<file path="src/prcs_pkg.sv">
// Shared types and constants for the path root and cut scanner.
package prcs_pkg;

  localparam int unsigned CAP_W        = 16;
  localparam int unsigned IDX_W        = 16;
  localparam int unsigned UNIT_W       = 16;
  localparam int unsigned OUT_TDATA_W  = 72;
  localparam logic [CAP_W-1:0] CAP_RESET = 16'h8000;

  typedef enum logic [1:0] {
    ST_OK      = 2'd0,
    ST_NONE    = 2'd1,
    ST_INVALID = 2'd2
  } status_t;

  // Scan state summary handed from the scanner to the result logic.
  typedef struct packed {
    logic [IDX_W-1:0] n;
    logic [IDX_W-1:0] rl;
    logic [IDX_W-1:0] last_sep;
    logic             seen;
    logic             sep_before;
    logic             unc;
    logic             ovf;
  } scan_sum_t;

  // Packed so that status lands in the lowest bits.
  typedef struct packed {
    logic [IDX_W-1:0] extra_index;
    logic             extra_valid;
    logic [IDX_W-1:0] trailing_index;
    logic             trailing_valid;
    logic [IDX_W-1:0] cut_index;
    logic             cut_valid;
    logic [IDX_W-1:0] result_length;
    status_t          status;
  } result_t;

endpackage

</file>
<file path="src/path_root_and_cut_scanner_core.sv">
// Top level of the path root and cut scanner: input stage, scanner, result register.
//
// Usage:
//   The input stream carries one 16-bit code unit per transfer in in_tdata; in_tlast
//   high marks the terminator transfer that closes the path (its tdata is ignored).
//   Each code unit is registered, then updates the prefix machine and separator
//   tracker in the next cycle. Only the terminator produces a result: one transfer
//   on the output stream, loaded into the result register as the terminator leaves
//   the input stage. Throughput is one code unit per cycle while no terminator
//   waits for the result slot, limited by the single scanner state update per cycle.
//   cfg_wr_en writes the buffer capacity from cfg_wr_data; write it only while idle.
//   Reset (rst_n low, synchronous) empties both registers, starts a new string and
//   sets the capacity to 32768. No clearing pass is needed.
//   When out_tready is low, a pending result holds; code units keep flowing until a
//   second terminator reaches the input stage, which then waits for the result slot.
module path_root_and_cut_scanner_core #(
  parameter int unsigned MAX_CCH = 32768
) (
  input  logic                               clk,
  input  logic                               rst_n,
  input  logic                               in_tvalid,
  output logic                               in_tready,
  input  logic [prcs_pkg::UNIT_W-1:0]        in_tdata,    // code_unit
  input  logic                               in_tlast,    // end_of_string
  output logic                               out_tvalid,
  input  logic                               out_tready,
  // status, result_length, cut_valid, cut_index, trailing_valid, trailing_index,
  // extra_valid, extra_index, zero fill
  output logic [prcs_pkg::OUT_TDATA_W-1:0]   out_tdata,
  input  logic                               cfg_wr_en,
  input  logic [prcs_pkg::CAP_W-1:0]         cfg_wr_data
);
  import prcs_pkg::*;

  localparam int unsigned RES_W = $bits(result_t);

  logic              s_valid_r;
  logic [UNIT_W-1:0] s_code_r;
  logic              s_eos_r;
  logic              out_valid_r;
  result_t           res_r;
  result_t           res;
  scan_sum_t         sum;
  logic [CAP_W-1:0]  cap_r;
  logic              out_free, s_go, take, clear, accept;

  assign out_free  = !out_valid_r || out_tready;
  assign s_go      = s_valid_r && (!s_eos_r || out_free);
  assign in_tready = !s_valid_r || s_go;
  assign accept    = in_tvalid && in_tready;
  assign take      = s_go && !s_eos_r;
  assign clear     = s_go && s_eos_r;

  always_ff @(posedge clk) begin
    if (!rst_n) begin
      s_valid_r <= 1'b0;
    end else if (accept) begin
      s_valid_r <= 1'b1;
    end else if (s_go) begin
      s_valid_r <= 1'b0;
    end
  end

  always_ff @(posedge clk) begin
    if (accept) begin
      s_code_r <= in_tdata;
      s_eos_r  <= in_tlast;
    end
  end

  always_ff @(posedge clk) begin
    if (!rst_n) begin
      cap_r <= CAP_RESET;
    end else if (cfg_wr_en) begin
      cap_r <= cfg_wr_data;
    end
  end

  prcs_scan #(.MAX_CCH(MAX_CCH)) u_scan (
    .clk   (clk),
    .rst_n (rst_n),
    .take  (take),
    .clear (clear),
    .code  (s_code_r),
    .sum   (sum)
  );

  prcs_finish #(.MAX_CCH(MAX_CCH)) u_finish (
    .sum (sum),
    .cap (cap_r),
    .res (res)
  );

  always_ff @(posedge clk) begin
    if (!rst_n) begin
      out_valid_r <= 1'b0;
    end else if (clear) begin
      out_valid_r <= 1'b1;
    end else if (out_tready) begin
      out_valid_r <= 1'b0;
    end
  end

  always_ff @(posedge clk) begin
    if (clear) begin
      res_r <= res;
    end
  end

  assign out_tvalid = out_valid_r;
  assign out_tdata  = {(OUT_TDATA_W - RES_W)'(0), res_r};

  a_unit_flows: assert property (@(posedge clk) disable iff (!rst_n)
    (s_valid_r && !s_eos_r) |-> in_tready) else $error("code unit stalled");
  a_clear_restarts: assert property (@(posedge clk) disable iff (!rst_n)
    clear |=> (sum.n == '0 && !sum.seen && !sum.ovf)) else $error("scan not restarted");
  a_invalid_zero: assert property (@(posedge clk) disable iff (!rst_n)
    (out_valid_r && res_r.status == ST_INVALID) |-> res_r.result_length == '0 &&
    !res_r.cut_valid && !res_r.trailing_valid && !res_r.extra_valid)
    else $error("invalid result carries data");
  a_trail_needs_cut: assert property (@(posedge clk) disable iff (!rst_n)
    out_valid_r |-> !((res_r.trailing_valid || res_r.extra_valid) && !res_r.cut_valid))
    else $error("cleared slot without cut");

endmodule

</file>
<file path="src/prcs_scan.sv">
// Prefix state machine and separator tracker, one code unit per cycle while take is high.
module prcs_scan #(
  parameter int unsigned MAX_CCH = 32768
) (
  input  logic                         clk,
  input  logic                         rst_n,
  input  logic                         take,
  input  logic                         clear,
  input  logic [prcs_pkg::UNIT_W-1:0]  code,
  output prcs_pkg::scan_sum_t          sum
);
  import prcs_pkg::*;

  localparam int unsigned POS_W = $clog2(MAX_CCH + 1);
  localparam logic [POS_W-1:0] MAX_P = POS_W'(MAX_CCH);

  localparam logic [UNIT_W-1:0] C_BSLASH = 16'h005C;
  localparam logic [UNIT_W-1:0] C_COLON  = 16'h003A;
  localparam logic [UNIT_W-1:0] C_QMARK  = 16'h003F;
  localparam logic [UNIT_W-1:0] C_UP_U   = 16'h0055;
  localparam logic [UNIT_W-1:0] C_LO_U   = 16'h0075;
  localparam logic [UNIT_W-1:0] C_UP_N   = 16'h004E;
  localparam logic [UNIT_W-1:0] C_LO_N   = 16'h006E;
  localparam logic [UNIT_W-1:0] C_UP_C   = 16'h0043;
  localparam logic [UNIT_W-1:0] C_LO_C   = 16'h0063;

  typedef enum logic [3:0] {
    PH_START, PH_D1, PH_D2, PH_S1, PH_S2, PH_Q3, PH_Q4, PH_QU5,
    PH_QD5, PH_QN6, PH_QC7, PH_QD6, PH_SERVER, PH_SHFIRST, PH_SHARE, PH_DONE
  } phase_t;

  function automatic logic letter_ok(input logic [UNIT_W-1:0] c);
    letter_ok = (c >= 16'h0041 && c <= 16'h005A) || (c >= 16'h0061 && c <= 16'h007A) ||
                (c >= 16'h00C0 && c <= 16'h00D6) || (c >= 16'h00D8 && c <= 16'h00F6) ||
                (c >= 16'h00F8 && c <= 16'h00FF);
  endfunction

  phase_t           phase_r, phase_nxt;
  logic [POS_W-1:0] pos_r, pos_nxt;
  logic [POS_W-1:0] root_r, root_nxt;
  logic [POS_W-1:0] srv_end_r, srv_end_nxt;
  logic [POS_W-1:0] last_sep_r, last_sep_nxt;
  logic             unc_r, unc_nxt;
  logic             seen_r, seen_nxt;
  logic             sep_before_r, sep_before_nxt;
  logic             prev_sep_r, prev_sep_nxt;
  logic             ovf_r, ovf_nxt;
  logic             sep;
  logic [POS_W-1:0] rl;
  logic             unc_eff;

  assign sep = (code == C_BSLASH);

  always_comb begin
    phase_nxt      = phase_r;
    pos_nxt        = pos_r;
    root_nxt       = root_r;
    srv_end_nxt    = srv_end_r;
    last_sep_nxt   = last_sep_r;
    unc_nxt        = unc_r;
    seen_nxt       = seen_r;
    sep_before_nxt = sep_before_r;
    prev_sep_nxt   = prev_sep_r;
    ovf_nxt        = ovf_r;
    if (clear) begin
      phase_nxt      = PH_START;
      pos_nxt        = '0;
      root_nxt       = '0;
      srv_end_nxt    = '0;
      last_sep_nxt   = '0;
      unc_nxt        = 1'b0;
      seen_nxt       = 1'b0;
      sep_before_nxt = 1'b0;
      prev_sep_nxt   = 1'b0;
      ovf_nxt        = 1'b0;
    end else if (take && !ovf_r) begin
      if (pos_r >= MAX_P) begin
        ovf_nxt = 1'b1;
      end else begin
        case (phase_r)
          PH_START: begin
            if (sep) phase_nxt = PH_S1;
            else if (letter_ok(code)) phase_nxt = PH_D1;
            else begin phase_nxt = PH_DONE; root_nxt = '0; end
          end
          PH_D1: begin
            if (code == C_COLON) phase_nxt = PH_D2;
            else begin phase_nxt = PH_DONE; root_nxt = '0; end
          end
          PH_D2: begin
            phase_nxt = PH_DONE;
            root_nxt  = sep ? POS_W'(3) : POS_W'(2);
          end
          PH_S1: begin
            if (sep) phase_nxt = PH_S2;
            else begin phase_nxt = PH_DONE; root_nxt = POS_W'(1); end
          end
          PH_S2: begin
            if (code == C_QMARK) begin
              phase_nxt = PH_Q3;
            end else begin
              unc_nxt = 1'b1;
              if (sep) begin
                srv_end_nxt = pos_r;
                phase_nxt   = PH_SHFIRST;
              end else begin
                phase_nxt = PH_SERVER;
              end
            end
          end
          PH_Q3: begin
            if (sep) phase_nxt = PH_Q4;
            else begin phase_nxt = PH_DONE; root_nxt = POS_W'(1); end
          end
          PH_Q4: begin
            if (code == C_UP_U || code == C_LO_U) phase_nxt = PH_QU5;
            else if (letter_ok(code)) phase_nxt = PH_QD5;
            else begin phase_nxt = PH_DONE; root_nxt = POS_W'(1); end
          end
          PH_QU5: begin
            if (code == C_UP_N || code == C_LO_N) phase_nxt = PH_QN6;
            else if (code == C_COLON) phase_nxt = PH_QD6;
            else begin phase_nxt = PH_DONE; root_nxt = POS_W'(1); end
          end
          PH_QD5: begin
            if (code == C_COLON) phase_nxt = PH_QD6;
            else begin phase_nxt = PH_DONE; root_nxt = POS_W'(1); end
          end
          PH_QN6: begin
            if (code == C_UP_C || code == C_LO_C) phase_nxt = PH_QC7;
            else begin phase_nxt = PH_DONE; root_nxt = POS_W'(1); end
          end
          PH_QC7: begin
            if (sep) begin
              unc_nxt   = 1'b1;
              phase_nxt = PH_SERVER;
            end else begin
              phase_nxt = PH_DONE;
              root_nxt  = POS_W'(1);
            end
          end
          PH_QD6: begin
            phase_nxt = PH_DONE;
            root_nxt  = sep ? POS_W'(7) : POS_W'(6);
          end
          PH_SERVER: begin
            if (sep) begin
              srv_end_nxt = pos_r;
              phase_nxt   = PH_SHFIRST;
            end
          end
          PH_SHFIRST: begin
            if (sep) begin phase_nxt = PH_DONE; root_nxt = srv_end_r; end
            else phase_nxt = PH_SHARE;
          end
          PH_SHARE: begin
            if (sep) begin phase_nxt = PH_DONE; root_nxt = pos_r; end
          end
          default: ;
        endcase
        if (sep) begin
          last_sep_nxt   = pos_r;
          seen_nxt       = 1'b1;
          sep_before_nxt = prev_sep_r;
        end
        prev_sep_nxt = sep;
        pos_nxt      = pos_r + POS_W'(1);
      end
    end
  end

  always_ff @(posedge clk) begin
    if (!rst_n) begin
      phase_r      <= PH_START;
      pos_r        <= '0;
      root_r       <= '0;
      srv_end_r    <= '0;
      last_sep_r   <= '0;
      unc_r        <= 1'b0;
      seen_r       <= 1'b0;
      sep_before_r <= 1'b0;
      prev_sep_r   <= 1'b0;
      ovf_r        <= 1'b0;
    end else begin
      phase_r      <= phase_nxt;
      pos_r        <= pos_nxt;
      root_r       <= root_nxt;
      srv_end_r    <= srv_end_nxt;
      last_sep_r   <= last_sep_nxt;
      unc_r        <= unc_nxt;
      seen_r       <= seen_nxt;
      sep_before_r <= sep_before_nxt;
      prev_sep_r   <= prev_sep_nxt;
      ovf_r        <= ovf_nxt;
    end
  end

  // Root length as seen if the string ended now.
  always_comb begin
    unc_eff = unc_r;
    case (phase_r)
      PH_START, PH_D1:     rl = '0;
      PH_D2:               rl = POS_W'(2);
      PH_S2: begin
        rl      = POS_W'(2);
        unc_eff = 1'b1;
      end
      PH_QD6:              rl = POS_W'(6);
      PH_SERVER, PH_SHARE: rl = pos_r;
      PH_SHFIRST:          rl = srv_end_r;
      PH_DONE:             rl = root_r;
      default:             rl = POS_W'(1);
    endcase
  end

  assign sum.n          = IDX_W'(pos_r);
  assign sum.rl         = IDX_W'(rl);
  assign sum.last_sep   = IDX_W'(last_sep_r);
  assign sum.seen       = seen_r;
  assign sum.sep_before = sep_before_r;
  assign sum.unc        = unc_eff;
  assign sum.ovf        = ovf_r;

  a_pos_bound: assert property (@(posedge clk) disable iff (!rst_n)
    pos_r <= MAX_P) else $error("position past maximum");
  a_ovf_at_max: assert property (@(posedge clk) disable iff (!rst_n)
    ovf_r |-> pos_r == MAX_P) else $error("overflow below maximum");
  a_sep_in_range: assert property (@(posedge clk) disable iff (!rst_n)
    seen_r |-> last_sep_r < pos_r) else $error("separator beyond position");

endmodule

</file>
<file path="src/prcs_finish.sv">
// Cut, cleared slots and status from the scan summary on the terminator.
module prcs_finish #(
  parameter int unsigned MAX_CCH = 32768
) (
  input  prcs_pkg::scan_sum_t         sum,
  input  logic [prcs_pkg::CAP_W-1:0]  cap,
  output prcs_pkg::result_t           res
);
  import prcs_pkg::*;

  localparam logic [IDX_W:0] MAX_W = (IDX_W+1)'(MAX_CCH);

  logic             cut, trail, extra, bad;
  logic [IDX_W-1:0] j_dec, j_inc, end_len;
  logic [IDX_W:0]   hi;

  assign j_dec = sum.last_sep - IDX_W'(1);
  assign j_inc = sum.last_sep + IDX_W'(1);
  assign cut   = sum.seen && (sum.last_sep >= sum.rl);
  assign trail = cut && (sum.last_sep > sum.rl) && sum.sep_before;
  assign extra = cut && (sum.last_sep == sum.rl) && sum.unc;

  always_comb begin
    end_len = sum.rl;
    hi      = {1'b0, sum.rl};
    if (cut) begin
      end_len = trail ? j_dec : sum.last_sep;
      hi      = extra ? {1'b0, j_inc} : {1'b0, sum.last_sep};
    end
  end

  assign bad = sum.ovf || (cap == '0) || ({1'b0, cap} > MAX_W) ||
               ({1'b0, cap} < hi + (IDX_W+1)'(1));

  always_comb begin
    res = '0;
    if (bad) begin
      res.status = ST_INVALID;
    end else if (end_len == sum.n) begin
      res.status        = ST_NONE;
      res.result_length = sum.n;
    end else begin
      res.status         = ST_OK;
      res.result_length  = end_len;
      res.cut_valid      = cut;
      res.cut_index      = cut ? sum.last_sep : '0;
      res.trailing_valid = trail;
      res.trailing_index = trail ? j_dec : '0;
      res.extra_valid    = extra;
      res.extra_index    = extra ? j_inc : '0;
    end
  end

endmodule
</file>
<file path="config.mk">
export PLATFORM = sky130hd
export DESIGN_NAME = path_root_and_cut_scanner_core
export DESIGN_NICKNAME = d
export VERILOG_FILES = /design/src/prcs_pkg.sv /design/src/path_root_and_cut_scanner_core.sv /design/src/prcs_scan.sv /design/src/prcs_finish.sv
export SDC_FILE = /design/constraint.sdc
export NUM_CORES = 1
export LEC_CHECK = 0
export ABC_CLOCK_PERIOD_IN_PS = 12500
export BUFFER_PORTS_ARGS = -buffer_cell sky130_fd_sc_hd__buf_2
export CORE_MARGIN = 3
export CORE_UTILIZATION = 47
export DETAILED_ROUTE_END_ITERATION = 8
export PLACE_DENSITY_LB_ADDON = 0.12
export SYNTH_ARGS = -nofsm -noshare
export SYNTH_HDL_FRONTEND = slang
export SYNTH_SLANG_ARGS = --single-unit
</file>
<file path="constraint.sdc">
create_clock -name clk -period 12.5 [get_ports clk]
set_clock_uncertainty 0.05 [all_clocks]
set_input_delay 0 -clock clk [delete_from_list [all_inputs] [get_ports clk]]
set_output_delay 0 -clock clk [all_outputs]
set_load 0.01 [all_outputs]
</file>
==> flow_metrics.tcl <==
set metrics [dict create \
    status "complete, no violations" \
    regArea_um2 4404 \
    io_pins 112 \
    core_um2 21350 \
    rows 53 \
    setup_viol 0 \
    antenna_cells 0 \
    cp.required_ns 12.69 \
    cp-end-kind "flip-flop" \
    fin_crit_sh 0.6495 \
    hpwl_mm 19.78 \
    initial_core_util 0.4866 \
    clk_latency_ns 0.44 \
    place_ws_ns 4.514 \
    drv_slew 0 \
    synth.top_cell.area_share 0.2486 \
    wl_per_cell_um 19.29 \
    ys_seq_area_frac 0.4239 \
    via_per_inst 5.900 \
    clock.fmax_mhz 123.2 \
    die_area_um2 23930 \
    max_slew_margin 0.2557 \
    placed_area_um2 11020 \
    leakage_nw 4.271 \
    synth.most_common_cell "nand2_1" \
    final_cell_area_um2 12200 \
    fillCellCount 1918 \
    rsz0062_at_grt "false" \
    hold_viol 0 \
    min_path_type "input port to flip-flop" \
    cts_root_buffer "clkbuf_16" \
    async_reset_ff_frac 0 \
    peakVddDrop_v 0.00008460 \
    nNetsFinal 1333 \
    place_congestion 1.009 \
    numClockSinks 177 \
    tns_ns 0 \
    drtAntennaViolNets 0 \
    synth_warnings 0 \
    drt_wl_total_mm 29.84 \
    synth.distinct_cells 75 \
    fin_cells 1547 \
    overflow 0 \
    initialDrtViolationCount 775 \
    cts-resized-gates 0 \
    numCtsBuffers 17 \
    yosys-top-cells-count "nand2_1, dfxtp_1, a21oi_1" \
    die_w_um 154.7 \
    power_density_nw_per_um2 110.1 \
    synth_edf_count 86 \
    synthCells 1159 \
    clockBufferDepth 2 \
    grtUsageMet1 0.3546 \
    syn2layout_area_growth_pct 17.40 \
    die_h_um 154.7 \
    vias 9128 \
    yosys.area.top_type "edfxtp_1" \
    grt_pass1_wl_mm 47.47 \
    placed_cells 1462 \
    post_cts_buffers 0 \
    synth_area_leaders "edfxtp_1, dfxtp_1, nand2_1, xnor2_1, ha_1" \
    synth.ff_latch_count 177 \
    critical_path_class "flip-flop to flip-flop" \
    grt_util_met3 0.03833 \
    grt_pass1_vias 8578 \
    cp-start-kind "flip-flop" \
    htree_levels 4 \
    period_needed_ns 8.119 \
    critical_path_peak_fanout 69 \
    worst_slack_ns 4.381 \
    hold_ws_ns 0.2166 \
    grt_max_degree 74 \
    multi_input_area_um2 5522 \
    drc 0 \
    met2_usage 0.3875 \
    antenna_found_initial 0 \
    grt_busiest_layer "met2" \
    track_usage 0.2468 \
    portBuffers 108 \
    cap_violations 0 \
    cp.arrival_ns 8.31 \
    path_clk_slew_ns 0.07 \
    worstMarginPinSlew_ns 1.116 \
    netlist_area_um2 10390 \
    ys.flop_type "dfxtp_1" \
    dr.pass1.iters 6 \
    syn_avg_cell_area_um2 8.965 \
    cts_tree "built" \
    drive_gt1_frac 0.1399 \
]
## repair_timing
item / in CTS / in global routing
endpoints found under the hold margin: 35 / 0
setup endpoints to repair: 0 / 0
hold buffers: 53 / 0
## worst paths after layout
| check | from | to | slack [ns] | cells after the start |
|---|---|---|---|---|
| max | u_scan.phase_r[3] | out_tdata[44] | 4.38 | 24 |
| min | in_tdata[4] | s_code_r[4] | 0.22 | 2 |
| max reg2reg | u_scan.phase_r[3] | out_tdata[44] | 4.38 | 24 |
| min reg2reg | u_scan.prev_sep_r | u_scan.prev_sep_r | 0.41 | 2 |
## power by group
group | switching [mW] | total, mW | internal, mW
Sequential | 0.0125 | 0.635 | 0.622
Combinational | 0.0666 | 0.112 | 0.0450
Clock | 0.253 | 0.596 | 0.343
## registers in the layout, summed over array words and instances (netlist names), 4 cells and up
name / count
u_scan.last_sep_r: 16
s_code_r: 16
u_scan.pos_r: 16
u_scan.root_r: 16
u_scan.srv_end_r: 16
u_scan.phase_r: 4
out_tdata: 69
cap_r: 16
## final cells by class
class                   count  area share
multi-input cells         864      0.4527
clock buffers              18     0.03518
repair buffers            178     0.09827
well taps                 275     0.02821
clock inverters            14     0.01816
flip-flops and latches    177      0.3611
inverters                  21    0.006462
## per-stage QoR
stage | power [mW] | utilization
finish | 1.342 | 0.5713
detailed placement | 0.7447 | 0.5159
global placement | 0.7440 | 0.5159
global route | 1.385 | 0.5713
floorplan | 0.7172 | -
CTS | 1.346 | 0.5713
## per-layer routing
metal  up-vias  routed length [um]
met1      4335               13490
met2       366               13830
met4         0                 546
met3        43                1972
li1       4384                   -
met5         -                   0
## layout by cell type, fill, tap and decap left out, types with 31 or more instances in the layout
master,count
edfxtp_1,86
dlygate4sd3_1,53
buf_2,108
nand2_1,147
nor3_1,32
dfxtp_1,91
nor4_1,44
a21oi_1,86
mux2i_1,31
xnor2_1,61
nor2b_1,44
ha_1,36
nor2_1,84
## worst max-delay path: stages, from the launching register on
cell and delay (ns):
dfxtp_1 0.84, nand2_1 0.22, nor2_1 0.51, buf_4 0.28
a222oi_1 0.26, ha_1 0.43, nand4_2 0.15, or4_4 0.60
or2_1 0.61, o31a_1 0.39, or2_0 0.25, mux2i_4 0.17
o211ai_2 0.14, a211oi_2 0.36, nand4b_2 0.21, xnor2_1 0.18
ha_1 0.31, and4_1 0.20, nand3_1 0.12, o211a_1 0.24
o21ai_0 0.18, a211oi_1 0.11, a311o_2 0.36, buf_4 0.31
nor4_1 0.38
## logic make-up (layout without fill, tap and decap cells)
logic type | count (synthesis) | after routing | share of synthesized area
flip-flops | 177 | 177 | 0.4239
other | 1 | 3 | 0.0003609
AND/OR/NAND/NOR | 465 | 465 | 0.2239
adder cells (fa/ha/maj) | 36 | 36 | 0.04335
buffers and inverters | 120 | 231 | 0.04949
XOR/XNOR | 89 | 89 | 0.07502
multiplexers | 32 | 32 | 0.03203
AO/OA/AOI/OAI | 239 | 239 | 0.1520
Note: power is estimated with default switching activity, not from simulation.
